`config.mk`:
```
export PLATFORM = sky130hd
export DESIGN_NAME = bb3b_back
export DESIGN_NICKNAME = d
export VERILOG_FILES = /design/src/sv/bb3b_pkg.sv /design/src/sv/bb3b_back.sv
export SDC_FILE = /design/constraint.sdc
export NUM_CORES = 1
export LEC_CHECK = 0
export ABC_AREA = 1
export BUFFER_PORTS_ARGS = -buffer_cell sky130_fd_sc_hd__buf_2
export CAP_MARGIN = 10
export CORE_MARGIN = 2
export CORE_UTILIZATION = 40
export DETAILED_ROUTE_END_ITERATION = 12
export HOLD_SLACK_MARGIN = 0.02
export PLACE_DENSITY = 0.75
export SYNTH_ARGS = -nofsm -noshare
export SYNTH_HDL_FRONTEND = slang
export SYNTH_SLANG_ARGS = --single-unit
```
`constraint.sdc`:
```
create_clock -name aclk -period 2.4 [get_ports aclk]
set_input_delay 0 -clock aclk [delete_from_list [all_inputs] [get_ports aclk]]
set_output_delay 0 -clock aclk [all_outputs]
set_load 0.02 [all_outputs]
```
`src/sv/bb3b_pkg.sv`:
```
package bb3b_pkg;

    // Sizes
    localparam int MAX_LINE_DEF = 2048;
    localparam int PIX_W        = 24;
    localparam int COORD_W      = 11;
    localparam int DIM_W        = 12;
    localparam int WEIGHT_W     = 9;
    localparam int SUM_W        = 12;   // nine bytes, or one byte times nine
    localparam int PROD_W       = 20;   // 2295 * 256 at most
    localparam int RECIP_W      = 24;   // 2295 * 7282 at most
    localparam int RECIP_SHIFT  = 16;

    // Limits of the configuration
    localparam logic [DIM_W-1:0]    DIM_MIN           = 12'd3;
    localparam logic [DIM_W-1:0]    DIM_MAX           = 12'd2048;
    localparam logic [WEIGHT_W-1:0] WEIGHT_FULL       = 9'd256;
    localparam logic [WEIGHT_W-1:0] BLEND_MIN_WEIGHT  = 9'd26;

    // ceil(2^16 / 9), exact floor(y/9) for y up to 2295
    localparam logic [12:0] RECIP_NINE = 13'd7282;

    // Register reset values
    localparam logic [DIM_W-1:0]    FRAME_WIDTH_RST  = 12'd640;
    localparam logic [DIM_W-1:0]    FRAME_HEIGHT_RST = 12'd480;
    localparam logic [WEIGHT_W-1:0] BLUR_WEIGHT_RST  = 9'd128;

    // Register port
    localparam int APB_ADDR_W = 4;
    localparam int APB_DATA_W = 32;
    localparam logic [1:0] REG_FRAME_WIDTH  = 2'd0;
    localparam logic [1:0] REG_FRAME_HEIGHT = 2'd1;
    localparam logic [1:0] REG_BLUR_WEIGHT  = 2'd2;

    // Job queue between front and back
    localparam int JOB_DEPTH = 8;
    localparam int JOB_PTR_W = $clog2(JOB_DEPTH);
    localparam int JOB_CNT_W = $clog2(JOB_DEPTH + 1);

    // Result slots of one job, in emission order
    localparam int SLOT_DIAG = 0;   // pixel one row up, one column left
    localparam int SLOT_EDGE = 1;   // pixel one row up, same column (row end)
    localparam int SLOT_SELF = 2;   // the new pixel itself (first and last row)
    localparam int SLOT_N    = 3;

    typedef struct packed {
        logic [7:0] red;
        logic [7:0] green;
        logic [7:0] blue;
    } rgb_t;

    typedef struct packed {
        logic [7:0] in_red;
        logic [7:0] in_green;
        logic [7:0] in_blue;
    } in_pixel_t;

    typedef struct packed {
        logic [COORD_W-1:0] out_row;
        logic [COORD_W-1:0] out_col;
        logic [7:0]         out_red;
        logic [7:0]         out_green;
        logic [7:0]         out_blue;
        logic               frame_done;
    } out_result_t;

    typedef struct packed {
        logic [COORD_W-1:0] row;
        logic [COORD_W-1:0] col;
        rgb_t               px;
        rgb_t               center;
        rgb_t               right;
        logic [SLOT_N-1:0]  slots;
        logic               done;
    } job_t;

    // Channel k of a pixel: 0 blue, 1 green, 2 red
    function automatic logic [7:0] chan(input rgb_t p, input logic [1:0] k);
        logic [7:0] v;
        case (k)
            2'd0:    v = p.blue;
            2'd1:    v = p.green;
            default: v = p.red;
        endcase
        return v;
    endfunction

endpackage

```
`src/sv/bb3b_back.sv`:
```
module bb3b_back
    import bb3b_pkg::*;
(
    input  logic        aclk,
    input  logic        aresetn,
    input  logic        fifo_empty,
    input  job_t        head,
    output logic        pop,
    output logic        m_valid,
    input  logic        m_ready,
    output out_result_t m_result
);

    logic [SLOT_N-1:0] sent_reg, sent_next;
    logic [SLOT_N-1:0] remain;
    logic [SLOT_N-1:0] sel;
    logic              load;
    logic              last_slot;
    logic              m_valid_reg, m_valid_next;
    out_result_t       m_result_reg, res;

    // Pick the lowest slot of the head job not yet sent
    assign remain = head.slots & ~sent_reg;

    always_comb begin
        sel = '0;
        if (remain[SLOT_DIAG]) begin
            sel[SLOT_DIAG] = 1'b1;
        end else if (remain[SLOT_EDGE]) begin
            sel[SLOT_EDGE] = 1'b1;
        end else begin
            sel[SLOT_SELF] = 1'b1;
        end
    end

    assign load      = !fifo_empty && (!m_valid_reg || m_ready);
    assign last_slot = (remain & ~sel) == '0;
    assign pop       = load && last_slot;

    // Result for the selected slot
    always_comb begin
        res.out_row    = head.row;
        res.out_col    = head.col;
        res.out_red    = head.px.red;
        res.out_green  = head.px.green;
        res.out_blue   = head.px.blue;
        res.frame_done = head.done;
        if (sel[SLOT_DIAG]) begin
            res.out_row    = head.row - COORD_W'(1);
            res.out_col    = head.col - COORD_W'(1);
            res.out_red    = head.center.red;
            res.out_green  = head.center.green;
            res.out_blue   = head.center.blue;
            res.frame_done = 1'b0;
        end else if (sel[SLOT_EDGE]) begin
            res.out_row    = head.row - COORD_W'(1);
            res.out_red    = head.right.red;
            res.out_green  = head.right.green;
            res.out_blue   = head.right.blue;
            res.frame_done = 1'b0;
        end
    end

    always_comb begin
        sent_next    = sent_reg;
        m_valid_next = m_valid_reg;
        if (load) begin
            sent_next    = last_slot ? '0 : (sent_reg | sel);
            m_valid_next = 1'b1;
        end else if (m_ready) begin
            m_valid_next = 1'b0;
        end
    end

    always_ff @(posedge aclk) begin
        if (!aresetn) begin
            sent_reg    <= '0;
            m_valid_reg <= 1'b0;
        end else begin
            sent_reg    <= sent_next;
            m_valid_reg <= m_valid_next;
        end
    end

    // Output register
    always_ff @(posedge aclk) begin
        if (load) begin
            m_result_reg <= res;
        end
    end

    assign m_valid  = m_valid_reg;
    assign m_result = m_result_reg;

endmodule

```
Word level (Yosys, flattened, before mapping)
Index checks and enable logic that the tools add are counted.
{ "totals": {"reg_bits": 51, "latchBits": 0, "inputBits": 102, "mem_bits_ro": 0, "mem_bits_rw": 0, "wordCells": 35, "n_memories": 0} }
{ "op_classes": {"magnitude_cmp": 0, "n_mul": 0, "reduce_logical": 8, "n_mux": 12, "div": 0, "n_eq_ne": 0, "n_addsub": 2, "shift": 0, "bitwise": 5} }
{ "ops": {"columns": ["op", "n"], "rows": [
  ["$mux W25", 2],
  ["$mux W11", 3],
  ["$sub A11 B1 Y11 const B", 2],
  ["$and A3 B3 Y3", 2],
  ["$not A3 Y3", 2],
  ["$mux W1", 5],
  ["$logic_not A3 Y1", 1],
  ["$mux W3", 1],
  ["$or A3 B3 Y3", 1],
  ["$logic_and A1 B1 Y1", 2],
  ["$logic_not A1 Y1", 2],
  ["$mux W2", 1],
  ["$reduce_bool A2 Y1", 1],
  ["$reduce_or A2 Y1", 1],
  ["$logic_or A1 B1 Y1", 1]
]} }

Depth between registers and ports, before layout
{ "logic_depth": {"depth_word": 8, "depth_mapped": 9, "mapped_depth_nobuf": 9} }

Least setup slack after synthesis
No wires, ideal clock.
{ "synth_timing": {"path_kind": "register to register", "start": "register m_valid_reg, in the netlist m_valid", "end": "register m_result_reg (netlist bit m_result[0]) (enable)", "period_less_slack_ps": 1876, "stages_incl_launch_ff": 4, "slack_ps": 524, "arrival_time_ps": 1474, "setup_ps": 403, "path_cell_list": "dfxtp_1 > nand2_1 > nand2_1 > inv_1"} }
{ "synth_via": {"elab_chain_cells": 3} }
{ "synth_lines": {"columns": ["element", "line_no", "source"], "rows": [
  ["from (decl)", "bb3b_back.sv:19", "logic m_valid_reg, m_valid_next;"],
  ["from (signal assigned)", "bb3b_back.sv:81", "m_valid_reg <= m_valid_next;"],
  ["$logic_not A1 Y1", "bb3b_back.sv:36", "assign load = !fifo_empty && (!m_valid_reg || m_ready);"],
  ["$logic_or A1 B1 Y1", "bb3b_back.sv:36", null],
  ["$logic_and A1 B1 Y1", "bb3b_back.sv:36", null],
  ["net load", "bb3b_back.sv:17", "logic load;"],
  ["to (signal assigned)", "bb3b_back.sv:88", "m_result_reg <= res;"],
  ["to (decl)", "bb3b_back.sv:20", "out_result_t m_result_reg, res;"]
]} }
The timed path passes the listed nets, and every way through them passes these cells.
A chain may end at the register's enable or synchronous reset.

==> flow_metrics.env <==
export IMPL_final_area_um2=4054
export IMPL_fin_crit_sh_pct=87.36
export IMPL_tightest_slew_ns=0.4840
export IMPL_ys_flop_type="edfxtp_1"
export IMPL_diodes=0
export IMPL_drcViolationCount=0
export IMPL_cp_arrival_ns=2.16
export IMPL_fmax_mhz=476.9
export IMPL_setup_tns_ns=0
export IMPL_grt_overflow=0
export IMPL_vias=2649
export IMPL_first_iter_violations=126
export IMPL_wl_per_cell_um=12.75
export IMPL_cp_required_ns=2.46
export IMPL_synth_edff_count=47
export IMPL_portBuffers=150
export IMPL_grt_max_degree=34
export IMPL_place_ws_ns=0.8030
export IMPL_vias_per_cell=4.764
export IMPL_drive_above_1_share_pct=35.34
export IMPL_holdCritStartpoint="head[81]"
export IMPL_postPlaceCellArea_um2=3356
export IMPL_max_vdd_ir_drop_uv=295.6
export IMPL_cts_sinks=51
export IMPL_final_cells=556
export IMPL_rr_worst_depth=7
export IMPL_synth_commonest_cells="nand2_1, edfxtp_1, inv_1, nand3_1, nor2_1"
export IMPL_fin_skew_ns=0.009933
export IMPL_hold_end="m_result[31]"
export IMPL_cp_slowest_cell="dlygate4sd3_1"
export IMPL_die_area_um2=6961
export IMPL_area_growth_pct=60.63
export IMPL_fp_coreArea_um2=6026
export IMPL_htreeDepth=2
export IMPL_rsz0062_at_grt="false"
export IMPL_dr_pass1_iters=5
export IMPL_die_width_um=83.43
export IMPL_gp_congestion=0.8354
export IMPL_num_rows=28
export IMPL_cts_buffers=5
export IMPL_p_per_area_nw_per_um2=548.4
export IMPL_syn_num_nets=374
export IMPL_synth_distinct_cells=25
export IMPL_hp_class="primary input to flop"
export IMPL_netlist_area_um2=2524
export IMPL_start_util_pct=41.88
export IMPL_largest_register_ffs=47
export IMPL_min_path_cells=3
export IMPL_r2r_end="m_result[9]"
export IMPL_setup_ws_ns=0.3033
export IMPL_final_hold_viol_count=0
export IMPL_post_route_min_period_ns=2.097
export IMPL_pin_count=151
export IMPL_crit_type="flop to flop"
export IMPL_synthArstFlopShare_pct=0
export IMPL_synth_area_top_cells="edfxtp_1, nand2_1, nand3_1"
export IMPL_synth_top_area_share_pct=55.92
export IMPL_cpPeakStageDelay_ns=0.57
export IMPL_cp_start_kind="flop"
export IMPL_cts_setup_buffers=0
export IMPL_finalMaxSlewViolations=0
export IMPL_yosys_area_top_type="edfxtp_1"
export IMPL_grt_usage_pct=20.68
export IMPL_clockBufferDepth=2
export IMPL_clock_latency_ns=0.30
export IMPL_status="finished clean"
export IMPL_ys_warnings_count=0
export IMPL_cp_num_buf_inv=3
export IMPL_synth_most_common_cell="nand2_1"
export IMPL_grt_pass1_vias=2664
export IMPL_fin_nets=584
export IMPL_antenna_found_initial=0
export IMPL_clk_pin_slew_worst_paths_ns=0.10
export IMPL_ys_seq_area_share_pct=59.10
export IMPL_netlist_instances=270
export IMPL_r2r_slack_ns=0.30
export IMPL_p_leak_uw=0.001938
export IMPL_synth_area_per_cell_um2=9.347
export IMPL_cap_violations=0
export IMPL_reg2reg_from="sent_reg[1]"
export IMPL_path_common_cell="nand2_1"
export IMPL_wirelength_mm=7.089
export IMPL_cts_root_buf="clkbuf_8"
export IMPL_place_inst=490
export IMPL_crit_fanout=17
export IMPL_setup_viol=0
export IMPL_place_hpwl_mm=4.901
export IMPL_path_delay_family="buffers and inverters"
export IMPL_postRouteAntennaNets=0
export IMPL_max_slew_margin_pct=67.66
export IMPL_path_cells="inv_1, nand2_1, nand2_4, inv_2, nand2_1, nand3_1, dlygate4sd3_1"
export IMPL_cts_tree="built"
export IMPL_cp_end_kind="flop"
export IMPL_die_y_um=83.43
export IMPL_ys_ff_latch=51
export IMPL_grt_pass1_wl_mm=11.61
-- tightest hold or removal path: cells and delay by family --
kind	cells	cell delay, ns
AO/OA/AOI/OAI	2	0.14
buffers and inverters	1	0.09
-- cell type report --
| type | instances | area, um2 |
|---|---|---|
| clock buffers | 6 | 82.58 |
| clock inverters | 2 | 35.03 |
| fillers | 517 | 1972 |
| inverters | 30 | 112.6 |
| multi-input cells | 181 | 872.1 |
| flip-flops and latches | 51 | 1491 |
| well taps | 75 | 93.84 |
| repair buffers | 211 | 1366 |
-- cells in the final DEF (no fill, tap or decap), types with 3 or more instances in the layout --
cell,synthesis,routed
buf_2,5,150
dlygate4sd3_1,0,58
a21oi_1,3,3
inv_1,27,26
o21ai_1,11,11
inv_2,2,3
nand2_1,85,85
nor2_1,20,20
o22ai_1,9,9
nand3_1,25,25
clkbuf_8,0,6
o21ai_0,6,6
dfxtp_1,4,4
edfxtp_1,47,47
xor2_1,9,9
-- where the power goes --
group	leakage, uW	switching (uW)	internal [uW]
sequential	0.000491	15.8	1060
clock	0.0000612	283	338
combinational	0.00139	287	244
-- logic make-up after synthesis --
kind of cell,count (synthesis),share of synthesized area (%)
fa+ha+maj,2,0.9914
xor+xnor,11,3.818
flops,51,59.10
simple gates,139,23.55
buf+inv,38,6.346
compound gates,29,6.197
-- timing repair --
action,in CTS,in global routing
hold buffers,58,0
hold endpoints to repair,43,0
gates resized for setup,0,0
-- how the worst max path moves through the flow --
| stage | slack, ns | start | depth (start not counted) | endpoint |
|---|---|---|---|---|
| 6_report | 0.30 | sent_reg[1] | 7 | m_result[9] |
| 5_1_grt | 0.15 | sent_reg[1] | 7 | m_result[9] |
| 4_1_cts | 0.31 | sent_reg[1] | 7 | m_result[9] |
| 3_3_place_gp | 0.87 | sent_reg[1] | 8 | m_result[44] |
| 3_5_place_dp | 0.80 | sent_reg[1] | 8 | m_result[44] |
| 2_1_floorplan | 0.52 | m_valid | 3 | m_result[0] |
-- per-layer routing --
metal / global-route usage, % / share of wire [%]
met5: 0 / 0
met4: 7.771 / 1.9
met3: 4.573 / 6.4
met2: 37.90 / 53
met1: 23.39 / 39
-- through the flow --
stage | utilization [%] | power [uW] | hold WS [ns]
after global placement | 55.69 | 1514 | 0.1927
after global routing | 67.28 | 2328 | 0.04305
after CTS | 67.28 | 2237 | 0.02291
final | 67.28 | 2223 | 0.04499
after floorplan | - | 1340 | 0.09240
after detailed placement | 55.69 | 1526 | 0.2013
(Power assumes the default switching activity.)
