## src/sv/bb3b_pkg.sv

```systemverilog
package bb3b_pkg;

    // Sizes
    localparam int MAX_LINE_DEF = 2048;
    localparam int PIX_W        = 24;
    localparam int COORD_W      = 11;
    localparam int DIM_W        = 12;
    localparam int WEIGHT_W     = 9;
    localparam int SUM_W        = 12;   // nine bytes, or one byte times nine
    localparam int PROD_W       = 20;   // 2295 * 256 at most
    localparam int RECIP_W      = 24;   // 2295 * 7282 at most
    localparam int RECIP_SHIFT  = 16;

    // Limits of the configuration
    localparam logic [DIM_W-1:0]    DIM_MIN           = 12'd3;
    localparam logic [DIM_W-1:0]    DIM_MAX           = 12'd2048;
    localparam logic [WEIGHT_W-1:0] WEIGHT_FULL       = 9'd256;
    localparam logic [WEIGHT_W-1:0] BLEND_MIN_WEIGHT  = 9'd26;

    // ceil(2^16 / 9), exact floor(y/9) for y up to 2295
    localparam logic [12:0] RECIP_NINE = 13'd7282;

    // Register reset values
    localparam logic [DIM_W-1:0]    FRAME_WIDTH_RST  = 12'd640;
    localparam logic [DIM_W-1:0]    FRAME_HEIGHT_RST = 12'd480;
    localparam logic [WEIGHT_W-1:0] BLUR_WEIGHT_RST  = 9'd128;

    // Register port
    localparam int APB_ADDR_W = 4;
    localparam int APB_DATA_W = 32;
    localparam logic [1:0] REG_FRAME_WIDTH  = 2'd0;
    localparam logic [1:0] REG_FRAME_HEIGHT = 2'd1;
    localparam logic [1:0] REG_BLUR_WEIGHT  = 2'd2;

    // Job queue between front and back
    localparam int JOB_DEPTH = 8;
    localparam int JOB_PTR_W = $clog2(JOB_DEPTH);
    localparam int JOB_CNT_W = $clog2(JOB_DEPTH + 1);

    // Result slots of one job, in emission order
    localparam int SLOT_DIAG = 0;   // pixel one row up, one column left
    localparam int SLOT_EDGE = 1;   // pixel one row up, same column (row end)
    localparam int SLOT_SELF = 2;   // the new pixel itself (first and last row)
    localparam int SLOT_N    = 3;

    typedef struct packed {
        logic [7:0] red;
        logic [7:0] green;
        logic [7:0] blue;
    } rgb_t;

    typedef struct packed {
        logic [7:0] in_red;
        logic [7:0] in_green;
        logic [7:0] in_blue;
    } in_pixel_t;

    typedef struct packed {
        logic [COORD_W-1:0] out_row;
        logic [COORD_W-1:0] out_col;
        logic [7:0]         out_red;
        logic [7:0]         out_green;
        logic [7:0]         out_blue;
        logic               frame_done;
    } out_result_t;

    typedef struct packed {
        logic [COORD_W-1:0] row;
        logic [COORD_W-1:0] col;
        rgb_t               px;
        rgb_t               center;
        rgb_t               right;
        logic [SLOT_N-1:0]  slots;
        logic               done;
    } job_t;

    // Channel k of a pixel: 0 blue, 1 green, 2 red
    function automatic logic [7:0] chan(input rgb_t p, input logic [1:0] k);
        logic [7:0] v;
        case (k)
            2'd0:    v = p.blue;
            2'd1:    v = p.green;
            default: v = p.red;
        endcase
        return v;
    endfunction

endpackage

```

## src/sv/bb3b_job_fifo.sv

```systemverilog
module bb3b_job_fifo
    import bb3b_pkg::*;
(
    input  logic                 aclk,
    input  logic                 aresetn,
    input  logic                 push,
    input  job_t                 push_job,
    input  logic                 pop,
    output job_t                 head,
    output logic                 empty,
    output logic [JOB_CNT_W-1:0] count
);

    job_t                 mem_reg [JOB_DEPTH];
    logic [JOB_PTR_W-1:0] wr_ptr_reg, wr_ptr_next;
    logic [JOB_PTR_W-1:0] rd_ptr_reg, rd_ptr_next;
    logic [JOB_CNT_W-1:0] count_reg, count_next;

    assign head  = mem_reg[rd_ptr_reg];
    assign empty = (count_reg == '0);
    assign count = count_reg;

    // Pointer and fill bookkeeping
    always_comb begin
        wr_ptr_next = wr_ptr_reg;
        rd_ptr_next = rd_ptr_reg;
        if (push) begin
            wr_ptr_next = (wr_ptr_reg == JOB_PTR_W'(JOB_DEPTH - 1))
                        ? '0 : wr_ptr_reg + JOB_PTR_W'(1);
        end
        if (pop) begin
            rd_ptr_next = (rd_ptr_reg == JOB_PTR_W'(JOB_DEPTH - 1))
                        ? '0 : rd_ptr_reg + JOB_PTR_W'(1);
        end
        count_next = count_reg + JOB_CNT_W'(push) - JOB_CNT_W'(pop);
    end

    always_ff @(posedge aclk) begin
        if (!aresetn) begin
            wr_ptr_reg <= '0;
            rd_ptr_reg <= '0;
            count_reg  <= '0;
        end else begin
            wr_ptr_reg <= wr_ptr_next;
            rd_ptr_reg <= rd_ptr_next;
            count_reg  <= count_next;
        end
    end

    always_ff @(posedge aclk) begin
        if (push) begin
            mem_reg[wr_ptr_reg] <= push_job;
        end
    end

endmodule

```

## config.mk

```make
export PLATFORM = sky130hd
export DESIGN_NAME = bb3b_job_fifo
export DESIGN_NICKNAME = d
export VERILOG_FILES = /design/src/sv/bb3b_pkg.sv /design/src/sv/bb3b_job_fifo.sv
export SDC_FILE = /design/constraint.sdc
export NUM_CORES = 1
export LEC_CHECK = 0
export BUFFER_PORTS_ARGS = -buffer_cell sky130_fd_sc_hd__buf_2
export CELL_PAD_IN_SITES_DETAIL_PLACEMENT = 2
export CELL_PAD_IN_SITES_GLOBAL_PLACEMENT = 2
export CORE_UTILIZATION = 48
export DETAILED_ROUTE_END_ITERATION = 10
export GPL_TIMING_DRIVEN = 1
export PLACE_DENSITY = 0.81
export SLEW_MARGIN = 20
export SYNTH_ARGS = -nofsm -noshare
export SYNTH_HDL_FRONTEND = slang
export SYNTH_SLANG_ARGS = --single-unit
export TNS_END_PERCENT = 30
```

## constraint.sdc

```tcl
create_clock -name aclk -period 11.75 [get_ports aclk]
set_input_delay 1.7625 -clock aclk [delete_from_list [all_inputs] [get_ports aclk]]
set_output_delay 1.7625 -clock aclk [all_outputs]
set_load 0.02 [all_outputs]
```

---- After elaboration in Yosys (flattened, before gate mapping) ----
Memory sizes are Yosys's and may differ from the RTL's. A register that Yosys moved wholly into a read port is not among the register bits.
Index checks and enable logic that the tools add are counted.
storage, ports and cells
  register bits ........................... 10
  RAM bits ................................ 784
  input port bits ......................... 102
  logic and storage cells ................. 17
  memories kept ........................... 1
memory list
  name     depth  bits a word  read ports  clocked after Yosys merged registers in  wr ports  RTL line             RTL
  mem_reg  8      98           1           1                                        1         bb3b_job_fifo.sv:14  job_t mem_reg [JOB_DEPTH];
operators by class
  $add $sub $neg .......................... 4
  equal/unequal tests ..................... 2
  mux-type cells .......................... 6
  reduce and logical (&&, ||, !) cells .... 1
operator list
  operator                                                       number
  3-bit two-way mux                                              4
  3-bit by 1-bit adder with 3-bit output, second input constant  2
  3-bit == test, second input constant                           2
  4-bit by 1-bit adder with 4-bit output                         1
  4-bit zero test                                                1
  4-bit by 1-bit subtractor with 4-bit output                    1
  1-bit two-way mux                                              2

---- Depth between registers and ports, before layout ----
  depth after elaboration ................. 4
  mapped depth ............................ 7
  depth with buffers taken out ............ 7

---- Worst setup path after synthesis ----
OpenSTA, ideal clock, no wires.
  kind .................................... in2reg
  from .................................... input port push
  to ...................................... memory mem_reg[0][0] (netlist name), enable pin
  library setup time ...................... 0.675 ns
  arrival time ............................ 8.498 ns
  required time ........................... 11.075 ns
  slack ................................... 2.578 ns
  stages on the path ...................... 2
  buffers on the path ..................... 0
  cells stage by stage .................... nand2b_1 -> nor3_1
between the ends
  longest elaborated chain between the ends .. 2
RTL lines
  element                                  RTL line             RTL
  start: declaration                       bb3b_job_fifo.sv:6   input logic push,
  1-bit two-way mux                        bb3b_job_fifo.sv:51  if (push) begin
  1-bit two-way mux (not written as such)  bb3b_job_fifo.sv:52  mem_reg[wr_ptr_reg] <= push_job;
  end: declaration                         bb3b_job_fifo.sv:14
No other way between the ends.

==> impl_metrics.prom <==
# TYPE chip_impl_metric gauge
chip_impl_info{name="synth.most_common_cell",value="sky130_fd_sc_hd__edfxtp_1"} 1
chip_impl_metric{name="cts_hold_repair.buffers",unit=""} 0
chip_impl_metric{name="cts_buf_count",unit=""} 83
chip_impl_metric{name="largest_reg_flops",unit=""} 784
chip_impl_metric{name="synth_enable_flop_cells",unit=""} 784
chip_impl_metric{name="leakagePower",unit="nW"} 11.13
chip_impl_metric{name="setup-violations-final",unit=""} 0
chip_impl_metric{name="place_area",unit="um^2"} 32120
chip_impl_metric{name="tritoncts_num_sinks",unit=""} 797
chip_impl_info{name="rsz_0062_raised_after_global_routing",value="false"} 1
chip_impl_metric{name="post-place-cells",unit=""} 2214
chip_impl_info{name="worstHoldPathType",value="reg -> reg"} 1
chip_impl_metric{name="max_freq",unit="GHz"} 0.1612
chip_impl_metric{name="instances_no_fill",unit=""} 2367
chip_impl_metric{name="final_cell_area",unit="um^2"} 34850
chip_impl_metric{name="path_clk_slew",unit="ns"} 0.06
chip_impl_metric{name="slew_headroom",unit="%"} 31.86
chip_impl_metric{name="drt_pass1_iterations",unit=""} 5
chip_impl_metric{name="dieWidth",unit="um"} 252.6
chip_impl_metric{name="post-cts-setup-buffers",unit=""} 0
chip_impl_metric{name="tns",unit="ns"} 0
chip_impl_metric{name="yosysSeqAreaShare",unit="%"} 78.98
chip_impl_info{name="clock-root-buffer",value="sky130_fd_sc_hd__clkbuf_16"} 1
chip_impl_metric{name="clk_latency_worst_skew_pair",unit="ns"} 0.61
chip_impl_metric{name="vias_in_the_first_global_route",unit=""} 15396
chip_impl_metric{name="netlist-cell-type-count",unit=""} 28
chip_impl_metric{name="vdd_ir_drop_max",unit="mV"} 0.1492
chip_impl_metric{name="grt_antenna_before_repair",unit=""} 13
chip_impl_metric{name="synth_async_sr_flop_share",unit="%"} 0
chip_impl_metric{name="hold_violations",unit=""} 0
chip_impl_metric{name="multi_input_comb_area",unit="um^2"} 5992
chip_impl_metric{name="max_cap_viol_count",unit=""} 0
chip_impl_metric{name="post_cts_resized",unit=""} 0
chip_impl_metric{name="final_layout_size_suffix_gt1_share",unit="%"} 41.72
chip_impl_metric{name="final-seq-area",unit="um^2"} 23810
chip_impl_metric{name="synth_largest_type_area_fraction",unit="%"} 78.12
chip_impl_metric{name="first_pass_grt_wire_length",unit="um"} 110500
chip_impl_metric{name="largest_stage_delay_worst_path",unit="ns"} 0.91
chip_impl_info{name="worst_path_max_delay_cell",value="sky130_fd_sc_hd__buf_4"} 1
chip_impl_metric{name="synth.cell_area",unit="um^2"} 30140
chip_impl_metric{name="worstPathMaxFanout",unit=""} 115
chip_impl_metric{name="final.period_utilization",unit="%"} 52.79
chip_impl_metric{name="layout-area-overhead-vs-synth",unit="%"} 15.65
chip_impl_info{name="postSynth.topFlopCell",value="sky130_fd_sc_hd__edfxtp_1"} 1
chip_impl_metric{name="place.gp.congestion",unit=""} 0.7018
chip_impl_metric{name="num-fill-cells",unit=""} 5039
chip_impl_metric{name="fp.coreArea",unit="um^2"} 61830
chip_impl_metric{name="synth.avg_cell_area",unit="um^2"} 25.03
chip_impl_metric{name="htree_levels",unit=""} 3
chip_impl_info{name="path_delay_family",value="buffers and inverters"} 1
chip_impl_info{name="status",value="completed"} 1
chip_impl_metric{name="finish.net_count",unit=""} 1574
chip_impl_metric{name="netlist_instances",unit=""} 1204
chip_impl_metric{name="largest_net_degree_at_the_start_of_global_routing",unit=""} 116
chip_impl_metric{name="finalHoldWorstSlack",unit="ns"} 0.6308
chip_impl_metric{name="critPathArrivalTime",unit="ns"} 4.44
chip_impl_metric{name="routed-via-count",unit=""} 13595
chip_impl_metric{name="sum_of_buffers_and_inverters_on_the_critical_path",unit=""} 3
chip_impl_metric{name="timing_worst_slew_pin_value",unit="ns"} 1.022
chip_impl_metric{name="total_length_of_routed_wires",unit="um"} 77450
chip_impl_metric{name="worst_clock_skew",unit="ns"} 0.01570
chip_impl_info{name="cts_tree",value="yes"} 1
chip_impl_info{name="path_cells",value="buf_12 > buf_4 > mux4_1 > mux2_2 > buf_2"} 1
chip_impl_metric{name="placement_rows",unit=""} 91
chip_impl_metric{name="drt.antenna.violating_nets",unit=""} 0
chip_impl_metric{name="drt-initial-drc-count",unit=""} 978
chip_impl_metric{name="floorplan.initialDensity",unit="%"} 48.75
chip_impl_metric{name="grt_overflow",unit=""} 0
chip_impl_info{name="worst_setup_path_start_kind",value="register"} 1
chip_impl_metric{name="io_pins",unit=""} 205
chip_impl_metric{name="dpl.hpwl",unit="um"} 43640
chip_impl_metric{name="vias_cell",unit=""} 5.744
chip_impl_metric{name="routedWlPerCell",unit="um"} 32.72
chip_impl_metric{name="ys.warnings.count",unit=""} 0
chip_impl_metric{name="yosys_register_bits",unit=""} 797
chip_impl_metric{name="drt_drc_violations_left",unit=""} 0
chip_impl_info{name="synth_area_leaders",value="sky130_fd_sc_hd__edfxtp_1 (78%), sky130_fd_sc_hd__mux4_2 (13%), sky130_fd_sc_hd__mux2_2 (3.7%)"} 1
chip_impl_info{name="worst_setup_path_end_kind",value="output pin"} 1
chip_impl_info{name="crit_type",value="reg -> out"} 1
chip_impl_metric{name="grt.total_usage",unit="%"} 24.84
chip_impl_metric{name="total_power",unit="mW"} 6.324
chip_impl_metric{name="die_area",unit="um^2"} 63790
chip_impl_metric{name="worst_ep_required_time",unit="ns"} 9.99
chip_impl_info{name="yosys.area.top_type",value="sky130_fd_sc_hd__edfxtp_1"} 1
chip_impl_metric{name="max-clock-path-buffers",unit=""} 3
chip_impl_metric{name="period_needed",unit="ns"} 6.202
chip_impl_metric{name="synth_fp_nets",unit=""} 1316
chip_impl_info{name="synth_commonest_cells",value="sky130_fd_sc_hd__edfxtp_1 (784), sky130_fd_sc_hd__mux4_2 (180), sky130_fd_sc_hd__mux2_2 (98)"} 1
chip_impl_metric{name="drv_slew",unit=""} 0
chip_impl_metric{name="powerDensity",unit="nW/um^2"} 181.4
chip_impl_metric{name="die_h",unit="um"} 252.6
chip_impl_metric{name="portBuffers",unit=""} 204
-- report_power, final --
part           leakage [nW]  internal [mW]  switching (mW)  total [mW]
Clock                  1.32           1.56            1.10        2.65
Combinational          2.57          0.185           0.265       0.449
Sequential             7.23           3.19          0.0335        3.22
Total                  11.1           4.93            1.39        6.32
-- metal layers --
layer | global-route usage [%] | up-vias | wire length (um)
met5 | 0 | - | 136
met4 | 7.152 | 20 | 2047
met3 | 5.427 | 145 | 4035
met2 | 44.51 | 399 | 41310
met1 | 30.12 | 7353 | 29920
li1 | - | 5678 | -
-- worst register-to-register path: cells and delay by family, from the launching register on --
kind | cells | cell delay [ns]
buf+inv | 2 | 1.54
flops | 1 | 0.34
simple gates | 2 | 0.89
-- cell usage in the layout, fill, tap and decap left out --
cell and instances:
sky130_fd_sc_hd__a21o_1 1, sky130_fd_sc_hd__inv_1 8, sky130_fd_sc_hd__nor2_4 6, sky130_fd_sc_hd__and2_1 6, sky130_fd_sc_hd__buf_4 23, sky130_fd_sc_hd__mux4_2 180
sky130_fd_sc_hd__nand2b_1 4, sky130_fd_sc_hd__nor3b_1 1, sky130_fd_sc_hd__o21a_1 1, sky130_fd_sc_hd__fa_1 1, sky130_fd_sc_hd__nand2_1 6, sky130_fd_sc_hd__nor3_2 2
sky130_fd_sc_hd__clkbuf_1 16, sky130_fd_sc_hd__and3_1 1, sky130_fd_sc_hd__mux2i_1 3, sky130_fd_sc_hd__clkbuf_16 89, sky130_fd_sc_hd__mux2_2 98, sky130_fd_sc_hd__o22ai_1 2
sky130_fd_sc_hd__bufinv_16 8, sky130_fd_sc_hd__ha_1 9, sky130_fd_sc_hd__xor2_1 1, sky130_fd_sc_hd__a21oi_1 1, sky130_fd_sc_hd__diode_2 3, sky130_fd_sc_hd__buf_16 1
sky130_fd_sc_hd__dfxtp_4 3, sky130_fd_sc_hd__clkinv_4 2, sky130_fd_sc_hd__buf_12 1, sky130_fd_sc_hd__clkinvlp_4 5, sky130_fd_sc_hd__clkinv_2 14, sky130_fd_sc_hd__mux4_1 16
sky130_fd_sc_hd__o21ai_0 1, sky130_fd_sc_hd__clkbuf_8 1, sky130_fd_sc_hd__buf_2 204, sky130_fd_sc_hd__edfxtp_1 784, sky130_fd_sc_hd__clkinv_1 15, sky130_fd_sc_hd__dfxtp_1 10
sky130_fd_sc_hd__nor2b_1 3
-- per-stage QoR --
step / util [%] / setup slack, ns
floorplan: - / 2.578
global placement: 51.92 / 6.162
detailed placement: 51.96 / 6.143
CTS: 56.36 / 5.421
global route: 56.36 / 5.127
finish: 56.38 / 5.548
-- worst paths after layout --
path | end | cells past startpoint | slack (ns) | startpoint
hold reg to reg | register | 2 | 0.63 | rd_ptr_reg[2]$_SDFFE_PN0P_
hold / removal | register | 2 | 0.63 | rd_ptr_reg[2]$_SDFFE_PN0P_
setup / recovery | head[66] | 5 | 5.55 | register
setup reg to reg | mem_reg[6][86]$_DFFE_PP_ | 4 | 8.53 | wr_ptr_reg[0]$_SDFFE_PN0P_
-- cells by family (layout without fill, tap and decap cells) --
kind of cell,count (synthesis),in the layout,synth area share (%)
DFF,797,797,78.98
muxes,297,297,18.61
buffers and inverters,64,387,1.320
and+or+nand+nor,29,29,0.4982
adders and majority gates,10,10,0.4401
AOI/OAI and AO/OA,6,6,0.1245
xor gates and xnor gates,1,1,0.02907
other,0,3,0
-- area by class of cell --
class,instances,area share [%]
Tap cell,837,3.005
Sequential cell,797,68.32
Timing Repair Buffer,229,3.561
Multi-Input combinational cell,343,17.19
Antenna cell,3,0.02154
Clock inverter,44,1.210
Inverter,8,0.08615
Clock buffer,106,6.602
No activity file was read; power rests on OpenSTA's default activity.
